===== config.mk =====
export PLATFORM = sky130hd
export DESIGN_NAME = iba_first_set
export DESIGN_NICKNAME = d
export VERILOG_FILES = /design/src/sv/iba_pkg.sv /design/src/sv/iba_first_set.sv
export SDC_FILE = /design/constraint.sdc
export NUM_CORES = 1
export LEC_CHECK = 0
export ABC_AREA = 1
export CAP_MARGIN = 20
export CELL_PAD_IN_SITES_DETAIL_PLACEMENT = 1
export CELL_PAD_IN_SITES_GLOBAL_PLACEMENT = 2
export CORE_MARGIN = 2
export CORE_UTILIZATION = 28
export DETAILED_ROUTE_END_ITERATION = 8
export DONT_BUFFER_PORTS = 1
export PLACE_DENSITY_LB_ADDON = 0.1
export SLEW_MARGIN = 25
export SYNTH_ARGS = -nofsm -noshare
export SYNTH_HDL_FRONTEND = slang
export SYNTH_SLANG_ARGS = --single-unit

===== constraint.sdc =====
create_clock -name vclk -period 1.4
set_clock_uncertainty 0.15 [all_clocks]
set_input_delay 0 -clock vclk [all_inputs]
set_output_delay 0 -clock vclk [all_outputs]
set_load 0.02 [all_outputs]

===== src/sv/iba_pkg.sv =====
// package for the image identifier bitmap allocator
// sizes, codes, sequencer states, memory port struct and reset word function
// no dependencies
`timescale 1ns / 1ps
`default_nettype none

package iba_pkg;

  // word_bits must be a power of two
  localparam int unsigned ID_COUNT  = 65536;
  localparam int unsigned WORD_BITS = 32;

  localparam int unsigned MAP_WORDS = (ID_COUNT + WORD_BITS - 1) / WORD_BITS;
  localparam int unsigned ADDR_W    = (MAP_WORDS > 1) ? $clog2(MAP_WORDS) : 1;
  localparam int unsigned BIT_W     = $clog2(WORD_BITS);
  localparam int unsigned LAST_BITS = ID_COUNT - (MAP_WORDS - 1) * WORD_BITS;

  localparam int unsigned FIELD_W   = 16;
  localparam logic [FIELD_W-1:0] SIZE_LIMIT = 16'h1000;

  localparam logic [ADDR_W-1:0]    LAST_ADDR = ADDR_W'(MAP_WORDS - 1);
  localparam logic [WORD_BITS-1:0] FULL_MASK = {WORD_BITS{1'b1}};
  localparam logic [WORD_BITS-1:0] LAST_MASK = FULL_MASK >> (WORD_BITS - LAST_BITS);

  typedef logic [WORD_BITS-1:0] word_t;
  typedef logic [ADDR_W-1:0]    addr_t;
  typedef logic [BIT_W-1:0]     bit_idx_t;

  typedef enum logic {
    CMD_ALLOC   = 1'b0,
    CMD_RELEASE = 1'b1
  } cmd_e;

  typedef enum logic [2:0] {
    ST_INIT,
    ST_IDLE,
    ST_SCAN,
    ST_DONE,
    ST_REL_RD,
    ST_REL_WR
  } state_e;

  typedef struct packed {
    logic  we;
    addr_t waddr;
    word_t wdata;
    logic  re;
    addr_t raddr;
  } ram_req_t;

  function automatic word_t init_word(addr_t addr);
    word_t w;
    w = (addr == LAST_ADDR) ? LAST_MASK : FULL_MASK;
    if (addr == '0) begin
      w[0] = 1'b0;
    end
    return w;
  endfunction

endpackage

`default_nettype wire


===== src/sv/iba_first_set.sv =====
// lowest set bit finder for one bitmap word
// gives the bit index and the word with that bit cleared; depends on iba_pkg
`timescale 1ns / 1ps
`default_nettype none

module iba_first_set (
  input  wire iba_pkg::word_t word_i,
  output logic                found_o,
  output iba_pkg::bit_idx_t   idx_o,
  output iba_pkg::word_t      cleared_o
);

  iba_pkg::word_t onehot;

  assign onehot    = word_i & (~word_i + iba_pkg::word_t'(1));
  assign cleared_o = word_i & ~onehot;
  assign found_o   = (word_i != '0);

  always_comb begin
    idx_o = '0;
    for (int i = 0; i < int'(iba_pkg::WORD_BITS); i++) begin
      if (onehot[i]) begin
        idx_o = idx_o | iba_pkg::bit_idx_t'(i);
      end
    end
  end

endmodule

`default_nettype wire


### Word level (Yosys, flattened, before mapping)

Cells that the tools add are included.

* flip-flop bits (word level): 0
* input port bits: 32

* $add $sub $neg: 1
* multiplexer cells: 31
* bitwise operators: 4
* reductions and logical operators: 1

Operators with widths (number)
* 2-to-1 mux 5 bit: 16
* bitwise AND 32 bit: 2
* inverter 32 bit: 2
* adder 32 x 1 -> 32 bit (second input constant): 1
* 2-to-1 mux 4 bit: 8
* nonzero test 32 bit: 1
* 2-to-1 mux 3 bit: 4
* 2-to-1 mux 2 bit: 2
* 2-to-1 mux 1 bit: 1

### Logic depth before layout (Yosys ltp)

Gate-level depths: netlist of the first run.

* depth in word-level cells: 34
* mapped depth: 11
* mapped depth without buffers: 11

### Worst setup path after synthesis of the first run

OpenSTA, ideal clock, no wires.

* kind: input -> output
* from: input word_i[9]
* to: output idx_o[4]
* arrival: 1023 ps
* setup slack: 227 ps
* stages on the path: 9
* buffers on the path: 0
* path through: nor2_1 -> nand2_1 -> nor2_1 -> nand2_2 -> nor2_4 -> nand2_1 -> nand3_1 -> nor2_1 -> nand2_1

* longest elaborated chain between the ends: 19

Ends and longest elaborated chain
* start: declaration: RTL line iba_first_set.sv:7 `input wire iba_pkg::word_t word_i,`
* inverter 32 bit *: RTL line iba_first_set.sv:15 `assign onehot = word_i & (~word_i + iba_pkg::word_t'(1));`
* adder 32 x 1 -> 32 bit *: RTL line iba_first_set.sv:15
* bitwise AND 32 bit *: RTL line iba_first_set.sv:15
* 2-to-1 mux 5 bit (15 in series): RTL line iba_first_set.sv:22 `if (onehot[i]) begin`
* 2-to-1 mux 5 bit *: RTL line iba_first_set.sv:22
* end: declaration: RTL line iba_first_set.sv:9 `output iba_pkg::bit_idx_t idx_o,`

Every way passes the cells marked *; elsewhere a longest branch is shown, timed or not.

### Worst setup path in the final report of the first run

* from: input word_i[0]
* to: output idx_o[4]

The elaborated chain is that of the path after synthesis.

==> metrics.cfg, run 1 <==
[status]
run_status=finished clean

[detailed_routing]
detail-route-antenna-nets=0
routed_via_density=4.79
vias=1781
drc=0
drtPass1Iterations=4
avgRoutedWirePerCell_um=14.7
wl_um=5460
dr.first_iter.drc_count=68

[worst_setup_path]
kind_of_critical_path=input pin to primary output
worst_path_largest_cell_delay_ns=0.19
critical-path-slowest-cell=sky130_fd_sc_hd__nor2_4
critical_path_required_ns=1.25
critical_path.endpoint_type=primary output
path_cells=nor2_4, nand3_1, buf_4, nor2_2, nand3_1, nand2_1, inv_1, nand2_1, nor2_1, nand2_2
crit_path_max_fanout=6
start_kind=input pin
critPathArrivalTime_ns=1.12

[yosys]
synth_top_cells_by_area=sky130_fd_sc_hd__nor2_1 25%, sky130_fd_sc_hd__nand2_1 22%, sky130_fd_sc_hd__inv_1 19%
yosys_synthesis_warning_count=0
syn_inst=285
post_synth_num_cell_types=19
mapped_nets=317
netlist.top_cell.by_area=sky130_fd_sc_hd__nor2_1
syn_area_um2=1220
netlist.area_leader.share=0.255
synth.yosys.seq_area_share=0
synth.avg_cell_area_um2=4.29

[sta]
timing.final.crit_share=0.906
report.final.setup_viol=0
timing_hold_violations_final=0
final_period_minus_worst_setup_slack_ns=1.27
fin_hold_ws_ns=0.000661
achievable-frequency_mhz=788
report.final.slew_viol_count=0

[grt]
grt.overflow.total=0
grt_first_pass_wirelength_um=8680
grt_antenna_before_repair=0
gr-usage-all-layers=0.214
grt_start_max_net_pins=11
vias_in_the_first_global_route=1827

[layout]
final_design_area_no_fill_um2=1640
clkbuf_count=0
num_antenna_cells=0
area_growth_syn_to_layout_pct=33.8
layout-drive-gt1-share=0.188
finish.net_count=354
layout_common_cells=69 x sky130_fd_sc_hd__nand2_1, 69 x sky130_fd_sc_hd__nor2_1, 61 x sky130_fd_sc_hd__inv_1
final_core_utilization=0.381
regArea_um2=0
flops_and_latches=0

[floorplanning]
placementRows=24
initial_core_util=0.285
die_h_um=70.1
chipWidth_um=70.1
top_level_ports=70
core_region_area_um2=4290
floorplan.die_area_um2=4910

[power]
totalPowerFinal_uw=276
power.leakage_nw=1.02
p_per_area_nw_per_um2=169
ir_worst_vdd_mv=0.0978

[placement]
gpl.final_weighted_congestion=0.866
numPortBuffers=0
hpwl_um=4750
placed_cell_area_um2=1470

[run]
drv.max_cap_violation_count=0

[worst_hold_path]
hp-class=input pin to primary output

## routing by layer
metal	vias to the layer above	global-route usage	wire, um
li1	928	-	-
met4	0	0	0
met5	-	0	0
met1	803	0.318	2800
met2	50	0.361	2400
met3	0	0.0144	258
## critical path: cells and delay by family
kind	cells	cell delay, ns
buffers and inverters	2	0.21
AND/OR/NAND/NOR	8	0.91
## cell type report
class	instances	area, um2
multi-input cells	223	1050
repair buffers	35	285
inverters	62	233
well taps	52	65.1
fillers	652	2660
## path summary, 6_finish.rpt
| path | depth (start not counted) | slack, ns | startpoint | to |
|---|---|---|---|---|
| worst max-delay path | 10 | 0.13 | word_i[0] | idx_o[4] |
| worst min-delay path | 2 | 0.0007 | word_i[9] | cleared_o[9] |
## cells by family (layout without fill, tap and decap cells)
kind of cell,Yosys count,after routing,synth area share
AOI/OAI and AO/OA,15,15,0.0665
buffers and inverters,63,97,0.196
other,1,1,0.00306
and+or+nand+nor,206,207,0.734
## timing repair
| item | in CTS | in global routing |
|---|---|---|
| gates resized for setup | 0 | 22 |
| setup endpoints to repair | 0 | 6 |
| buffers inserted | 0 | 1 |
| hold buffers | 9 | 0 |
| endpoints found under the hold margin | 8 | 0 |
## Yosys cell counts (all sizes together)
cell type	count
nor2	90
nand2	79
inv	62
nand3	29
a21oi	8
nand4	6
o21ai	4
nor3	2
a21boi	1
a31oi	1
buf	1
conb	1
o31ai	1
## stage by stage
step,TNS [ns],worst slack (ns),std cells
after floorplan,0,0.227,285
after global placement,0,0.0266,361
after detailed placement,0,0.0391,361
after CTS,0,0.0242,370
after global routing,-0.00836,-0.00573,372
final,0,0.131,372
## power by group
part	internal, mW	switching [mW]	leakage (nW)
sequential	0	0	0
combinational	0.0860	0.190	1.02
clock	0	0	0
total	0.0860	0.190	1.02
Power figures use the tool's default switching activity.
==> run 2: changes to the inputs <==
==> constraint.sdc (replaced) <==
create_clock -name vclk -period 1.2
set_clock_uncertainty 0.15 [all_clocks]
set_input_delay 0 -clock vclk [all_inputs]
set_output_delay 0 -clock vclk [all_outputs]
set_load 0.02 [all_outputs]
==> metrics.cfg, run 2 (same netlist as run 1, synthesis figures left out) <==
[worst_setup_path]
start_kind=input pin
critPathMostFrequentCell=sky130_fd_sc_hd__nand2_2
crit_family=simple AND/OR/NAND/NOR gates
critPathArrivalTime_ns=1.13  ; about the same
critical_path_required_ns=1.05  ; -0.20 ns
kind_of_critical_path=input pin to primary output
critical_path.endpoint_type=primary output
worst_path_largest_cell_delay_ns=0.20  ; about the same
worstPathBufferInverterCount=1  ; -1
critical-path-slowest-cell=sky130_fd_sc_hd__nor2_8
path_cells=nor2_4, nand2_2, nor2_8, nand2_4, nor2_4, nand2_2, nand2_2, inv_2, nand2_1, nor2_1, nand2_2
crit_path_max_fanout=9  ; +3

[sta]
achievable-frequency_mhz=780
grt_setup_unrepaired=yes
fin_hold_ws_ns=-0.00251  ; -0.00318 ns
report.final.setup_viol=6  ; +6
final_period_minus_worst_setup_slack_ns=1.28
report.final.slew_viol_count=0  ; unchanged
worst_slack_ns=-0.0817  ; -0.213 ns
timing.final.crit_share=1.07
timing_hold_violations_final=2  ; +2

[grt]
gr-usage-all-layers=0.233  ; +0.0191
grt_antenna_before_repair=0  ; unchanged
grt.overflow.total=0  ; unchanged
grt_start_max_net_pins=10  ; -1
vias_in_the_first_global_route=1986  ; +8.7%
grt_first_pass_wirelength_um=9400  ; +8.3%

[detailed_routing]
drc=0  ; unchanged
wl_um=5770  ; +5.6%
drtPass1Iterations=4  ; unchanged
dr.first_iter.drc_count=90  ; +32%
routed_via_density=4.74  ; -1.0%
vias=1948  ; +9.4%
avgRoutedWirePerCell_um=14.0  ; -4.4%
detail-route-antenna-nets=0  ; unchanged

[layout]
final_design_area_no_fill_um2=1990  ; +22%
area_growth_syn_to_layout_pct=62.8
finish.net_count=393  ; +11%
n_fill_cell=664  ; +1.8%
final_common_cell=sky130_fd_sc_hd__nor2_1
flops_and_latches=0  ; unchanged
regArea_um2=0  ; unchanged
clkbuf_count=0  ; unchanged
layout.cells.non_filler=411  ; +10%
layout-drive-gt1-share=0.323  ; +0.136
layout_common_cells=66 x sky130_fd_sc_hd__nor2_1, 65 x sky130_fd_sc_hd__nand2_1, 65 x sky130_fd_sc_hd__buf_4
num_antenna_cells=0  ; unchanged

[power]
ir_worst_vdd_mv=0.113  ; +16%
power.leakage_nw=1.21  ; +19%
p_per_area_nw_per_um2=196  ; +16%

[status]
violations=negative hold slack, negative setup slack
run_status=finished, violations left

[floorplanning]
chipWidth_um=70.1  ; unchanged
placementRows=24  ; unchanged
top_level_ports=70  ; unchanged
initial_core_util=0.285  ; unchanged
floorplan.die_area_um2=4910  ; unchanged
core_region_area_um2=4290  ; unchanged
die_h_um=70.1  ; unchanged

[placement]
place.detailed.instances=398  ; +10%
numPortBuffers=0  ; unchanged
placed_cell_area_um2=1750  ; +19%
hpwl_um=4980  ; +4.9%
gpl.final_weighted_congestion=0.856  ; -1.2%

[run]
drv.max_cap_violation_count=0  ; unchanged

[worst_hold_path]
hp-class=input pin to primary output

run 2: cell count changes in the layout (fill, tap and decap cells not counted):
cell / delta
sky130_fd_sc_hd__a21oi_1: -1
sky130_fd_sc_hd__a21oi_2: +1
sky130_fd_sc_hd__buf_4: +39
sky130_fd_sc_hd__buf_6: +1
sky130_fd_sc_hd__inv_1: -3
sky130_fd_sc_hd__inv_2: +3
sky130_fd_sc_hd__nand2_1: -4
sky130_fd_sc_hd__nand2_2: +5
sky130_fd_sc_hd__nand2_4: -1
sky130_fd_sc_hd__nand3_1: -6
sky130_fd_sc_hd__nand3_2: +6
sky130_fd_sc_hd__nor2_1: -3
sky130_fd_sc_hd__nor2_4: +2
run 2: cell type report:
cell class / count / area [um2] / share of cell area
tap: 52 / 65.1 / 0.0327
timing repair buffer: 75 / 589 / 0.296
multi-input combinational: 222 / 1100 / 0.555
inverter: 62 / 233 / 0.117
run 2: stage by stage:
stage / power, mW / utilization / TNS (ns) / hold slack (ns) / setup WS [ns]
3_3_place_gp: 0.343 / 0.407 / -1.18 / -0.0218 / -0.224
4_1_cts: 0.383 / 0.451 / -0.203 / 0.000857 / -0.0628
3_5_place_dp: 0.346 / 0.407 / -1.28 / -0.0197 / -0.240
5_1_grt: 0.426 / 0.464 / -1.24 / 0.00780 / -0.197
6_report: 0.390 / 0.464 / -0.282 / -0.00251 / -0.0817
2_1_floorplan: 0.228 / - / 0 / -0.0277 / 0.0267
run 2: metal layers:
metal | GRT usage | wire length, um | up-vias
met5 | 0 | 0 | -
met4 | 0.0150 | 44 | 0
met3 | 0.0173 | 342 | 4
met2 | 0.393 | 2600 | 59
met1 | 0.339 | 2790 | 877
li1 | - | - | 1008
run 2: report_power, final:
part / switching (mW) / internal [mW] / total [mW] / leakage [nW]
clock network: 0 / 0 / 0 / 0
logic: 0.237 / 0.153 / 0.390 / 1.21
registers: 0 / 0 / 0 / 0
total: 0.237 / 0.153 / 0.390 / 1.21
run 2: worst paths after layout:
kind	startpoint	to	cells after the start	slack [ns]
worst max-delay path	word_i[1]	idx_o[4]	11	-0.08
worst min-delay path	word_i[31]	cleared_o[31]	2	-0.003
run 2: timing repair:
item	CTS	global route
hold buffers	9	0
gates resized for setup	27	15
pin swaps	15	6
setup endpoints to repair	11	16
setup buffers	2	2
hold endpoints to repair	8	0
cloned	0	0
